--- src/design/bfi_pkg.sv ---
// Shared types and constants of the Brainfuck interpreter core.
// Used by the controller, the datapath and the top level; depends on nothing.
`default_nettype none

package bfi_pkg;

  // Default storage sizes
  localparam int DefProgDepth = 4096;
  localparam int DefTapeDepth = 4096;

  // Field widths of the stream words
  localparam int ReqW      = 2;
  localparam int AddrFieldW = 12;
  localparam int ByteW     = 8;
  localparam int LenW      = 13;
  localparam int StatW     = 2;
  localparam int STdataW   = 32;
  localparam int MTdataW   = 24;

  // Request codes
  localparam logic [ReqW-1:0] REQ_LOAD    = 2'd0;
  localparam logic [ReqW-1:0] REQ_STEP    = 2'd1;
  localparam logic [ReqW-1:0] REQ_RESTART = 2'd2;

  // Run status codes
  localparam logic [StatW-1:0] RUN_ACTIVE = 2'd0;
  localparam logic [StatW-1:0] RUN_DONE   = 2'd1;
  localparam logic [StatW-1:0] RUN_ERROR  = 2'd2;

  // Command characters
  localparam logic [ByteW-1:0] CH_RIGHT = 8'h3E;  // '>'
  localparam logic [ByteW-1:0] CH_LEFT  = 8'h3C;  // '<'
  localparam logic [ByteW-1:0] CH_PLUS  = 8'h2B;  // '+'
  localparam logic [ByteW-1:0] CH_MINUS = 8'h2D;  // '-'
  localparam logic [ByteW-1:0] CH_DOT   = 8'h2E;  // '.'
  localparam logic [ByteW-1:0] CH_COMMA = 8'h2C;  // ','
  localparam logic [ByteW-1:0] CH_OPEN  = 8'h5B;  // '['
  localparam logic [ByteW-1:0] CH_CLOSE = 8'h5D;  // ']'

  // Program read address select
  localparam logic [1:0] PRD_PC  = 2'd0;
  localparam logic [1:0] PRD_K   = 2'd1;
  localparam logic [1:0] PRD_KM1 = 2'd2;

  // Controller to datapath commands
  typedef struct packed {
    logic       latch_item;
    logic       restart;
    logic       clr_init;
    logic       clr_step;
    logic       load_wr;
    logic       exec_fetch;
    logic       set_halt_end;
    logic       set_halt_err;
    logic [1:0] prog_rd;
    logic       dec_k;
    logic       scan_fwd;
    logic       scan_bwd;
    logic       out_load;
  } ctrl_cmd_t;

  // Datapath to controller status
  typedef struct packed {
    logic [ReqW-1:0] req;
    logic            halted;
    logic            at_end;
    logic            op_open;
    logic            op_close;
    logic            hit_fwd;
    logic            hit_bwd;
    logic            k_at_len;
    logic            k_zero;
    logic            clr_done;
    logic            out_free;
  } dp_stat_t;

endpackage

`default_nettype wire

--- src/design/bfi_ctrl.sv ---
// Controller state machine of the Brainfuck interpreter core.
// Depends on bfi_pkg; drives the datapath by commands and reads its status.
`default_nettype none

module bfi_ctrl
  import bfi_pkg::*;
(
  input  wire logic      clk_i,
  input  wire logic      rst_ni,
  input  wire logic      s_tvalid_i,
  output logic           s_tready_o,
  input  wire dp_stat_t  stat_i,
  output ctrl_cmd_t      cmd_o
);

  localparam logic [3:0] S_CLEAR   = 4'd0;
  localparam logic [3:0] S_IDLE    = 4'd1;
  localparam logic [3:0] S_DISP    = 4'd2;
  localparam logic [3:0] S_LOAD    = 4'd3;
  localparam logic [3:0] S_RCLR    = 4'd4;
  localparam logic [3:0] S_EXEC    = 4'd5;
  localparam logic [3:0] S_FETCH   = 4'd6;
  localparam logic [3:0] S_FWD_RD  = 4'd7;
  localparam logic [3:0] S_FWD_CHK = 4'd8;
  localparam logic [3:0] S_BWD_RD  = 4'd9;
  localparam logic [3:0] S_BWD_CHK = 4'd10;
  localparam logic [3:0] S_POST    = 4'd11;
  localparam logic [3:0] S_RESP    = 4'd12;

  logic [3:0] state_q, state_d;

  assign s_tready_o = (state_q == S_IDLE);

  // Next state and commands
  always_comb begin
    state_d = state_q;
    cmd_o   = '0;
    cmd_o.prog_rd = PRD_PC;
    unique case (state_q)
      S_CLEAR: begin
        cmd_o.clr_step = 1'b1;
        if (stat_i.clr_done) state_d = S_IDLE;
      end
      S_IDLE: begin
        if (s_tvalid_i) begin
          cmd_o.latch_item = 1'b1;
          state_d = S_DISP;
        end
      end
      S_DISP: begin
        unique case (stat_i.req)
          REQ_LOAD: state_d = S_LOAD;
          REQ_STEP: state_d = S_EXEC;
          REQ_RESTART: begin
            cmd_o.restart  = 1'b1;
            cmd_o.clr_init = 1'b1;
            state_d = S_RCLR;
          end
          default: state_d = S_RESP;
        endcase
      end
      S_LOAD: begin
        cmd_o.load_wr = 1'b1;
        state_d = S_RESP;
      end
      S_RCLR: begin
        cmd_o.clr_step = 1'b1;
        if (stat_i.clr_done) state_d = S_RESP;
      end
      S_EXEC: begin
        if (stat_i.halted) begin
          state_d = S_RESP;
        end else if (stat_i.at_end) begin
          cmd_o.set_halt_end = 1'b1;
          state_d = S_RESP;
        end else begin
          state_d = S_FETCH;
        end
      end
      S_FETCH: begin
        cmd_o.exec_fetch = 1'b1;
        if (stat_i.op_open) state_d = S_FWD_RD;
        else if (stat_i.op_close) state_d = S_BWD_RD;
        else state_d = S_POST;
      end
      S_FWD_RD: begin
        if (stat_i.k_at_len) begin
          cmd_o.set_halt_err = 1'b1;
          state_d = S_RESP;
        end else begin
          cmd_o.prog_rd = PRD_K;
          state_d = S_FWD_CHK;
        end
      end
      S_FWD_CHK: begin
        cmd_o.scan_fwd = 1'b1;
        state_d = stat_i.hit_fwd ? S_POST : S_FWD_RD;
      end
      S_BWD_RD: begin
        if (stat_i.k_zero) begin
          cmd_o.set_halt_err = 1'b1;
          state_d = S_RESP;
        end else begin
          cmd_o.prog_rd = PRD_KM1;
          cmd_o.dec_k   = 1'b1;
          state_d = S_BWD_CHK;
        end
      end
      S_BWD_CHK: begin
        cmd_o.scan_bwd = 1'b1;
        state_d = stat_i.hit_bwd ? S_POST : S_BWD_RD;
      end
      S_POST: begin
        cmd_o.set_halt_end = stat_i.at_end;
        state_d = S_RESP;
      end
      S_RESP: begin
        if (stat_i.out_free) begin
          cmd_o.out_load = 1'b1;
          state_d = S_IDLE;
        end
      end
      default: state_d = S_IDLE;
    endcase
  end

  // State register
  always_ff @(posedge clk_i or negedge rst_ni) begin
    if (!rst_ni) begin
      state_q <= S_CLEAR;
    end else begin
      state_q <= state_d;
    end
  end

endmodule

`default_nettype wire

--- config.mk ---
export PLATFORM = sky130hd
export DESIGN_NAME = bfi_ctrl
export DESIGN_NICKNAME = d
export VERILOG_FILES = /design/src/design/bfi_pkg.sv /design/src/design/bfi_ctrl.sv
export SDC_FILE = /design/constraint.sdc
export NUM_CORES = 1
export LEC_CHECK = 0
export BUFFER_PORTS_ARGS = -buffer_cell sky130_fd_sc_hd__buf_4
export CORE_AREA = 2 2 39 41
export DETAILED_ROUTE_END_ITERATION = 8
export DIE_AREA = 0 0 41 43
export PLACE_DENSITY = 0.86
export RECOVER_POWER = 25
export SLEW_MARGIN = 20
export SYNTH_ARGS = -nofsm -noshare
export SYNTH_HDL_FRONTEND = slang
export SYNTH_SLANG_ARGS = --single-unit
--- constraint.sdc ---
create_clock -name clk_i -period 3.6 [get_ports clk_i]
set_input_delay 0.18 -clock clk_i [delete_from_list [all_inputs] [get_ports clk_i]]
set_output_delay 0.18 -clock clk_i [all_outputs]
set_load 0.02 [all_outputs]
[After elaboration in Yosys (flattened, before gate mapping)]
Index checks and enable logic that the tools add are counted.
Storage, ports and cells
  register bits after elaboration: 4
  input bits: 15
  word-level logic and storage cells: 58
Operators by class
  eq/ne operators: 18
  muxes and demuxes: 34
  reductions and logical operators: 5
Operator list (number)
  one-hot mux 4 bit (12 select lines): 1
  two-way mux 4 bit: 8
  equality test 4 bit, second input constant: 5
  equality test 4 x 3 -> 1 bit, second input constant: 4
  two-way mux 1 bit: 15
  one-hot mux 4 bit (3 select lines): 1
  two-way mux 3 bit: 3
  equality test 4 x 2 -> 1 bit, second input constant: 2
  two-way mux 2 bit: 4
  != test 2 bit, second input constant: 4
  one-hot mux 3 bit (2 select lines): 1
  equality test 4 x 1 -> 1 bit, second input constant: 1
  zero test 4 bit: 1
  AND reduction 4 bit: 1
  OR reduction 2 bit: 2
  equality test 2 x 1 -> 1 bit, second input constant: 1
  equality test 2 bit, second input constant: 1
  zero test 2 bit: 1
  one-hot mux 1 bit (2 select lines): 1

[Depth between registers and ports, before layout]
Gate-level depths: netlist of run 1.
  depth after elaboration: 3
  mapped depth: 6

[Worst setup path before layout of run 1]
OpenSTA, ideal clock, no wires.
  path type: flip-flop to output port
  start point: register state_q[2]
  end point: output port cmd_o[12] in the netlist's numbering
  arrival time: 1.826 ns
  required time: 3.420 ns
  path slack: 1.594 ns
  stages on the path, launching flop included: 5
  path buffers: 2
  path through: dfrtp_1 clkbuf_1 nor2_1 nor4b_1 buf_4
RTL lines
  from (decl): RTL line bfi_ctrl.sv:30  | logic [3:0] state_q, state_d;
  from (signal assigned): RTL line bfi_ctrl.sv:132  | state_q <= state_d;
  to (decl): RTL line bfi_ctrl.sv:13  | output ctrl_cmd_t cmd_o

==> results.json, run 1 <==
{
  "min_to": "state_q[2]$_DFFE_PN0P_",
  "comb_power_share_pct": 61.0,
  "power_switching_mw": 0.256,
  "seq_power_share_pct": 28.4,
  "grt_pass1_vias": 527,
  "grt_usage_pct": 18.2,
  "synth-main-ff-cell": "dfrtp_1",
  "synthTopCellsByArea": "dfrtp_1, nor3_1, nand2b_1",
  "place_congestion": 0.866,
  "antenna_found_initial": 0,
  "finalSetupViolCount": 0,
  "clockRootBuffer": "clkbuf_4",
  "yosys.area_share.simple_pct": 36.1,
  "synth.distinct_cells": 34,
  "synth.most_common_cell": "nor3_1",
  "vias": 669,
  "critPathArrivalTime_ns": 1.84,
  "hold_start": "stat_i[7]",
  "crit_type": "flip-flop to output port",
  "layout_min_cycle_time_ns": 2.02,
  "synth-seq-area-share_pct": 17.5,
  "syn_area_um2": 572,
  "first_pass_iters": 5,
  "synth_edf_count": 0,
  "vias_per_cell": 5.58,
  "n_antenna_cell": 0,
  "fmax_mhz": 495,
  "clock-sinks": 4,
  "cp-end-kind": "output port",
  "maxCapViolations": 0,
  "cts.reportedPaths.clkPinSlew_ns": 0.03,
  "cts_tree": "yes",
  "layoutNonFillerInstCount": 120,
  "start_util_pct": 41.3,
  "coreArea_um2": 1380,
  "r2r_start": "state_q[0]$_DFFE_PN0P_",
  "htree_levels": 1,
  "power_density_nw_per_um2": 638,
  "relSlewSlack_pct": 59.8,
  "path_cells": "nand2b_1 > nor4b_1 > buf_4",
  "status": "finished, final reports clean",
  "dpl.cell_count": 116,
  "dieArea_um2": 1760,
  "synth_xor_area_share_pct": 0,
  "synth_top_family_by_area": "simple AND/OR/NAND/NOR gates",
  "cts.repair.resized": 0,
  "internal-power_mw": 0.242,
  "io_buffers": 29,
  "hold_viol_final": 0,
  "peakVddDrop_mv": 0.541,
  "fin_crit_sh_pct": 56.1,
  "cts_setup_buffers": 0,
  "switching_share_pct": 51.4,
  "synth_warnings": 0,
  "hold_class": "input port to flip-flop",
  "cts-buffers-inserted": 3,
  "hold_depth": 3,
  "critPathMaxFanout": 19,
  "syn_to_final_growth_pct": 36.5,
  "postRouteWirelength_um": 1510,
  "top_regs": "state_q (4)",
  "rsz0062_at_grt": "false",
  "drive_gt1_share_pct": 32.7,
  "drt-wirelength-per-cell_um": 12.5,
  "ant_nets": 0,
  "cp.required_ns": 3.42,
  "timing.rr.end": "state_q[0]$_DFFE_PN0P_",
  "startpoint_type": "flip-flop",
  "synth.avg_cell_area_um2": 7.15,
  "clock_power_share_pct": 10.6,
  "p_leak_nw": 0.357,
  "r2r_slack_ns": 1.86,
  "synth_compound_area_share_pct": 34.4,
  "syn_inst": 80,
  "clk_latency_ns": 0.23,
  "synth_area_leader_cell": "dfrtp_1",
  "regMostFlops": "state_q",
  "crit_path_max_incr_delay_ns": 0.71,
  "syn-num-nets": 95,
  "drt_iter0_markers": 11,
  "boundaryPins": 30,
  "synth_top_area_share_pct": 17.5,
  "nets": 121,
  "fp.dieW_um": 41,
  "clk_path_buf_depth": 2,
  "dpl.hpwl_um": 1140,
  "worst_pin_slew_ns": 0.602,
  "rows": 14,
  "synth_mux_area_share_pct": 0,
  "drc": 0,
  "grt_pass1_wl_um": 2280,
  "largest_reg_flops": 4,
  "synthArstFlopShare_pct": 100,
  "synth_fa_ha_area_share_pct": 0,
  "tns_ns": 0,
  "p_total_mw": 0.498,
  "synthTopCellsByCount": "nor3_1, nand2b_1, nor2_1",
  "grt_max_degree": 20,
  "die_y_um": 43,
  "synth_seq_cells": 4,
  "fin_skew_ns": 0.00388,
  "slowest_stage": "dfrtp_1",
  "gr-total-overflow": 0,
  "timing.final.max_slew_violations": 0,
  "reg2regPathDepth": 4
}
-- cells in the final DEF, fill, tap and decap left out --
cell and instances:
o211a_1 1, or4b_4 1, clkbuf_1 2, buf_4 27, nor4b_1 2, nand2b_1 6
nor2_1 6, clkbuf_4 3, nand2_1 3, nor2b_1 2, a221oi_1 1, o32ai_1 1
o21ai_0 5, o32a_1 1, a21oi_1 4, o21ai_1 2, inv_1 4, a31oi_1 1
a21boi_0 1, dfrtp_1 4, o21bai_1 2, nor3_1 10, nand4bb_1 1, dlygate4sd3_1 1
o22ai_1 1, and3_1 3, a211oi_2 1, a21o_1 1, a211oi_1 2, a32oi_1 1
nand3_1 1, a21oi_4 1, and2_1 1, a31o_2 1
-- logic make-up after synthesis --
logic type	count (synthesis)
AO/OA/AOI/OAI	27
AND/OR/NAND/NOR	36
flip-flops	4
buffers and inverters	13
-- per-stage QoR --
step / utilization, % / setup WS (ns) / instance area, µm² / hold WS (ns)
finish: 56.4 / 1.58 / 781 / 0.296
global route: 56.4 / 1.41 / 781 / 0.327
CTS: 57.0 / 1.62 / 788 / 0.281
detailed placement: 54.6 / 1.87 / 756 / -0.0226
global placement: 54.6 / 1.92 / 756 / -0.0233
floorplan: - / 1.59 / 572 / -0.116
-- per-layer routing --
metal	global-route usage, %	routed length (µm)	vias to the layer above
li1	-	-	342
met1	27.9	689	308
met2	25.9	726	19
met3	3.14	89	0
met4	4.00	0	0
met5	0	0	-
-- worst max-delay path: cells and delay by family, from the launching register on --
family | cells | cell delay (ns)
buf+inv | 1 | 0.22
simple gates | 2 | 0.67
flops | 1 | 0.71
-- power by group through the flow --
stage               registers [mW]  clock network (mW)  logic [mW]
finish                       0.141              0.0527       0.304
global placement             0.136                   0       0.304
global route                 0.151              0.0579       0.332
floorplan                   0.0741                   0       0.296
detailed placement           0.140                   0       0.309
CTS                          0.140              0.0554       0.311
-- worst max path at each step --
stage,startpoint,endpoint,slack [ns],depth (start not counted)
floorplan,state_q[2]$_DFFE_PN0P_,cmd_o[12],1.59,4
global placement,state_q[0]$_DFFE_PN0P_,state_q[0]$_DFFE_PN0P_,1.92,4
detailed placement,state_q[1]$_DFFE_PN0P_,cmd_o[12],1.87,3
CTS,state_q[1]$_DFFE_PN0P_,cmd_o[12],1.62,3
global route,state_q[1]$_DFFE_PN0P_,cmd_o[11],1.41,3
finish,state_q[1]$_DFFE_PN0P_,cmd_o[12],1.58,3
-- what timing repair did --
action | 4_1_cts | 5_1_grt
hold buffers | 1 | 0
endpoints found under the hold margin | 4 | 0
endpoints found under the setup margin | 0 | 0
-- area by class of cell --
| cell class | count | area [µm²] |
|---|---|---|
| Fill cell | 134 | 603 |
| Multi-Input combinational cell | 63 | 403 |
| Sequential cell | 4 | 100 |
| Clock buffer | 3 | 22.5 |
| Timing Repair Buffer | 30 | 220 |
| Tap cell | 16 | 20.0 |
| Inverter | 4 | 15.0 |
Note: power is estimated with default switching activity, not from simulation.
==> inputs of run 2 (changes only) <==
--- a/config.mk
+++ b/config.mk
@@ -6,10 +6,10 @@
 export NUM_CORES = 1
 export LEC_CHECK = 0
 export BUFFER_PORTS_ARGS = -buffer_cell sky130_fd_sc_hd__buf_4
-export CORE_AREA = 2 2 39 41
+export CORE_MARGIN = 2
+export CORE_UTILIZATION = 39
 export DETAILED_ROUTE_END_ITERATION = 8
-export DIE_AREA = 0 0 41 43
-export PLACE_DENSITY = 0.86
+export PLACE_DENSITY = 0.83
 export RECOVER_POWER = 25
 export SLEW_MARGIN = 20
 export SYNTH_ARGS = -nofsm -noshare
==> constraint.sdc (replaced) <==
create_clock -name clk_i -period 1.6 [get_ports clk_i]
set_input_delay 0.08 -clock clk_i [delete_from_list [all_inputs] [get_ports clk_i]]
set_output_delay 0.08 -clock clk_i [all_outputs]
set_load 0.02 [all_outputs]
==> results.json, run 2 (synthesized netlist as in run 1, its figures left out) <==
{
  "postRouteWirelength_um": 1890,
  "hold_class": "input port to flip-flop",
  "p_leak_nw": 0.413,
  "critPathArrivalTime_ns": 1.45,
  "power_density_nw_per_um2": 1550,
  "peakVddDrop_mv": 0.992,
  "rows": 13,
  "coreArea_um2": 1330,
  "finalSetupViolCount": 0,
  "setup_ws_ns": 0.0745,
  "fin_skew_ns": 0.00227,
  "hold_viol_final": 0,
  "worst_pin_slew_ns": 0.394,
  "drt-met1-wl_um": 782,
  "grt_pass1_wl_um": 3110,
  "cp-end-kind": "output port",
  "cp.required_ns": 1.52,
  "dpl.hpwl_um": 1390,
  "top_regs": "state_q (4)",
  "grt_max_degree": 18,
  "dpl-instance-area_um2": 821,
  "htree_levels": 1,
  "fp.dieW_um": 42.3,
  "clock-sinks": 4,
  "antenna_found_initial": 0,
  "layoutNonFillerInstCount": 127,
  "wl_met2_um": 973,
  "timing.final.max_slew_violations": 0,
  "die_y_um": 42.3,
  "cts.reportedPaths.clkPinSlew_ns": 0.04,
  "nets": 129,
  "fill_cells": 128,
  "fin_crit_sh_pct": 95.3,
  "clockRootBuffer": "clkbuf_4",
  "status": "finished, final reports clean",
  "clock_power_share_pct": 9.4,
  "clk_latency_ns": 0.24,
  "wl_met3_um": 99,
  "layout_min_cycle_time_ns": 1.53,
  "drt-wirelength-per-cell_um": 14.9,
  "grt_usage_pct": 22.0,
  "internal-power_mw": 0.706,
  "top_layer_used": "met4",
  "place_ws_ns": 0.118,
  "boundaryPins": 30,
  "cts_tree": "yes",
  "cts-buffers-inserted": 3,
  "final_cell_mix": "buf_4, nor3_1, nor2_1, nand2b_1, o21ai_0",
  "vias": 762,
  "regMostFlops": "state_q",
  "gr-total-overflow": 0,
  "ant_nets": 0,
  "p_total_mw": 1.38,
  "final_common_cell": "buf_4",
  "clk_path_buf_depth": 2,
  "power_switching_mw": 0.673,
  "io_buffers": 29,
  "seq_power_share_pct": 14.3,
  "syn_to_final_growth_pct": 55.1,
  "vias_per_cell": 6.00,
  "grt_pass1_vias": 740,
  "maxCapViolations": 0,
  "comb_power_share_pct": 76.3,
  "cts_setup_buffers": 0,
  "start_util_pct": 42.9,
  "fmax_mhz": 656,
  "place_congestion": 0.876,
  "tns_ns": 0,
  "first_pass_iters": 4,
  "dieArea_um2": 1790,
  "drc": 0,
  "startpoint_type": "flip-flop",
  "fin_area_um2": 887,
  "critPathMaxFanout": 17,
  "drt_iter0_markers": 29,
  "drive_gt1_share_pct": 44.6,
  "crit_type": "flip-flop to output port",
  "largest_reg_flops": 4,
  "n_antenna_cell": 0,
  "dpl.cell_count": 123,
  "switching_share_pct": 48.8,
  "relSlewSlack_pct": 73.7
}
[run 2: cell types whose count changed in the layout (fill, tap and decap cells not counted), moves of 3 or more]
cell,delta
nor3_2,+3
buf_4,+6
nor3_1,-3
buf_6,+3
[run 2: path summary, 6_finish.rpt]
kind                                             start                     end  slack (ns)  cells after the start
worst min register to register  state_q[1]$_DFFE_PN0P_  state_q[3]$_DFFE_PN0P_        0.67                      3
worst min-delay path                         stat_i[7]  state_q[2]$_DFFE_PN0P_        0.21                      3
worst max register to register  state_q[3]$_DFFE_PN0P_  state_q[3]$_DFFE_PN0P_        0.08                      4
max in group asynchronous                       rst_ni  state_q[1]$_DFFE_PN0P_        1.12                      2
min in group asynchronous                       rst_ni  state_q[3]$_DFFE_PN0P_        0.25                      2
worst max-delay path            state_q[3]$_DFFE_PN0P_                cmd_o[7]        0.07                      7
[run 2: worst max-delay path, cell delays in order (launching register included)]
cell and delay [ns]:
dfrtp_1 0.39, buf_6 0.17, nor2b_4 0.10, buf_4 0.14, nand2_1 0.05, o21ai_0 0.05, and3_1 0.18, buf_6 0.12
[run 2: layout make-up]
class | instances | area (µm²) | share of cell area [%]
sequential | 4 | 101 | 11.4
clock buffer | 3 | 22.5 | 2.54
tap | 15 | 18.8 | 2.12
multi-input combinational | 63 | 434 | 48.9
timing repair buffer | 38 | 295 | 33.3
inverter | 4 | 15.0 | 1.69
[run 2: repair_timing]
action / 4_1_cts / 5_1_grt
hold endpoints to repair: 4 / 0
gates resized for setup: 2 / 7
setup endpoints to repair: 3 / 8
pin swaps: 0 / 1
hold buffers: 1 / 0
[run 2: per-stage QoR]
step | util (%) | hold WS, ns
6_report | 66.5 | 0.210
5_1_grt | 66.5 | 0.241
4_1_cts | 64.6 | 0.202
3_5_place_dp | 61.5 | -0.121
3_3_place_gp | 61.5 | -0.125
2_1_floorplan | - | -0.216
[run 2: power groups by stage]
| stage | Combinational [mW] | Sequential, mW | Clock [mW] |
|---|---|---|---|
| final | 1.05 | 0.198 | 0.129 |
| after global routing | 1.14 | 0.204 | 0.126 |
| after CTS | 0.995 | 0.189 | 0.127 |
| after detailed placement | 0.972 | 0.190 | 0 |
| after global placement | 0.947 | 0.184 | 0 |
| after floorplan | 0.670 | 0.167 | 0 |
[run 2: layer usage]
metal | track usage, % | vias to the layer above
li1 | - | 360
met1 | 26.1 | 357
met2 | 39.7 | 37
met3 | 1.72 | 8
met4 | 9.38 | 0
met5 | 0 | -
==> inputs of run 3 (changes only) <==
--- a/config.mk
+++ b/config.mk
@@ -5,11 +5,11 @@
 export SDC_FILE = /design/constraint.sdc
 export NUM_CORES = 1
 export LEC_CHECK = 0
-export BUFFER_PORTS_ARGS = -buffer_cell sky130_fd_sc_hd__buf_4
-export CORE_MARGIN = 2
-export CORE_UTILIZATION = 39
+export CORE_AREA = 2 2 39 41
 export DETAILED_ROUTE_END_ITERATION = 8
-export PLACE_DENSITY = 0.83
+export DIE_AREA = 0 0 41 43
+export DONT_BUFFER_PORTS = 1
+export PLACE_DENSITY = 0.69
 export RECOVER_POWER = 25
 export SLEW_MARGIN = 20
 export SYNTH_ARGS = -nofsm -noshare
==> constraint.sdc (replaced) <==
create_clock -name clk_i -period 1.2 [get_ports clk_i]
set_input_delay 0.06 -clock clk_i [delete_from_list [all_inputs] [get_ports clk_i]]
set_output_delay 0.06 -clock clk_i [all_outputs]
set_load 0.02 [all_outputs]
==> results.json, run 3 (synthesized netlist as in run 1, its figures left out) <==
{
  "status": "complete, but fails checks",
  "violations": "setup timing",
  "first_pass_iters": 4,
  "gr-total-overflow": 0,
  "final_common_cell": "buf_4",
  "power_density_nw_per_um2": 2500,
  "grt_usage_pct": 29.2,
  "timing.rr.end": "state_q[0]$_DFFE_PN0P_",
  "cts_tree": "yes",
  "grt_max_degree": 9,
  "peakVddDrop_mv": 1.78,
  "timing.final.max_slew_violations": 0,
  "startpoint_type": "flip-flop",
  "cts.reportedPaths.clkPinSlew_ns": 0.04,
  "cts-buffers-inserted": 3,
  "n_antenna_cell": 0,
  "fin_crit_sh_pct": 129,
  "largest_reg_flops": 4,
  "fin_skew_ns": 0.00603,
  "nets": 138,
  "place_congestion": 0.888,
  "postRouteWirelength_um": 3040,
  "drt_iter0_markers": 47,
  "r2r_start": "state_q[2]$_DFFE_PN0P_",
  "grt_pass1_vias": 766,
  "syn_to_final_growth_pct": 113,
  "cp-end-kind": "flip-flop",
  "relSlewSlack_pct": 80.5,
  "fin_area_um2": 1220,
  "switching_share_pct": 46.1,
  "clk_latency_ns": 0.24,
  "dpl-instance-area_um2": 761,
  "cp.required_ns": 1.35,
  "power_switching_mw": 1.40,
  "dpl.hpwl_um": 1280,
  "fp.dieW_um": 41,
  "hold_start": "stat_i[7]",
  "antenna_found_initial": 0,
  "maxCapViolations": 0,
  "dpl.cell_count": 110,
  "die_y_um": 43,
  "p_leak_nw": 0.523,
  "drive_gt1_share_pct": 69.4,
  "clock-sinks": 4,
  "io_buffers": 0,
  "htree_levels": 1,
  "seq_power_share_pct": 8.5,
  "grt_pass1_wl_um": 3540,
  "r2r_slack_ns": -0.35,
  "ant_nets": 0,
  "drt-wirelength-per-cell_um": 22.2,
  "comb_power_share_pct": 85.9,
  "rsz0062_at_grt": "true",
  "critPathArrivalTime_ns": 1.70,
  "layout_min_cycle_time_ns": 1.55,
  "clockRootBuffer": "clkbuf_4",
  "drc": 0,
  "top_regs": "state_q (4)",
  "start_util_pct": 41.3,
  "rows": 14,
  "hold_viol_final": 0,
  "finalSetupViolCount": 19,
  "hold_class": "input port to flip-flop",
  "min_to": "state_q[2]$_DFFE_PN0P_",
  "boundaryPins": 30,
  "clock_power_share_pct": 5.6,
  "clk_path_buf_depth": 2,
  "setup_ws_ns": -0.352,
  "dieArea_um2": 1760,
  "worst_pin_slew_ns": 0.292,
  "hold_depth": 2,
  "final_cell_mix": "buf_4, buf_6",
  "critPathMaxFanout": 5,
  "fmax_mhz": 644,
  "layoutNonFillerInstCount": 137,
  "internal-power_mw": 1.64,
  "regMostFlops": "state_q",
  "coreArea_um2": 1380,
  "vias_per_cell": 6.66,
  "reg2regPathDepth": 4,
  "vias": 912,
  "crit_type": "flip-flop to flip-flop"
}
## run 3: changes by cell type in the layout (fill, tap and decap cells not counted), sizes merged
cell    before  now
buf         36   46
clkbuf       4    3
## run 3: worst max-delay path: stages (launching register included)
cell and delay [ns]:
dfrtp_1 0.41, or4b_4 0.56, a21oi_4 0.23, nor3_1 0.10, a211oi_2 0.16
## run 3: stage by stage
step	setup WS [ns]	total power [mW]	hold WS (ns)	utilization, %	TNS [ns]
finish	-0.352	3.04	0.0812	88.0	-5.11
global route	-0.372	3.17	0.0720	88.0	-5.69
CTS	-0.266	2.58	0.0491	79.9	-3.63
detailed placement	-0.263	1.67	-0.236	55.0	-2.34
global placement	-0.220	1.65	-0.235	55.0	-1.86
floorplan	-0.280	1.21	-0.236	-	-1.62
## run 3: cell type report
class	instances	area [µm²]
fill	59	166
sequential	4	101
inverter	4	17.5
tap	16	20.0
clock buffer	3	22.5
multi-input combinational	63	598
timing repair buffer	47	458
## run 3: repair_timing
item,4_1_cts,5_1_grt
pin swaps,12,8
hold buffers,1,0
resized for setup,47,16
cloned,1,0
hold endpoints to repair,4,0
endpoints found under the setup margin,19,19
buffers inserted,16,7
## run 3: how the worst max path moves through the flow
stage / startpoint / slack (ns) / end
final: state_q[2]$_DFFE_PN0P_ / -0.35 / state_q[0]$_DFFE_PN0P_
after global routing: state_q[2]$_DFFE_PN0P_ / -0.37 / state_q[0]$_DFFE_PN0P_
after CTS: state_q[0]$_DFFE_PN0P_ / -0.27 / cmd_o[12]
after detailed placement: state_q[2]$_DFFE_PN0P_ / -0.26 / state_q[1]$_DFFE_PN0P_
after global placement: state_q[2]$_DFFE_PN0P_ / -0.22 / state_q[3]$_DFFE_PN0P_
after floorplan: state_q[3]$_DFFE_PN0P_ / -0.28 / state_q[3]$_DFFE_PN0P_
## run 3: layer usage
metal  wire (µm)  track usage, %  vias to the layer above
met3         255            7.33                       24
li1            -               -                      376
met1        1180            36.7                      424
met2        1460            47.8                       88
met5           0               0                        -
met4         149            6.67                        0
## run 3: power by group through the flow
stage	logic (mW)	clock network, mW	registers (mW)
floorplan	0.985	0	0.222
global placement	1.42	0	0.229
detailed placement	1.44	0	0.238
CTS	2.17	0.170	0.243
global route	2.73	0.185	0.256
finish	2.61	0.169	0.259
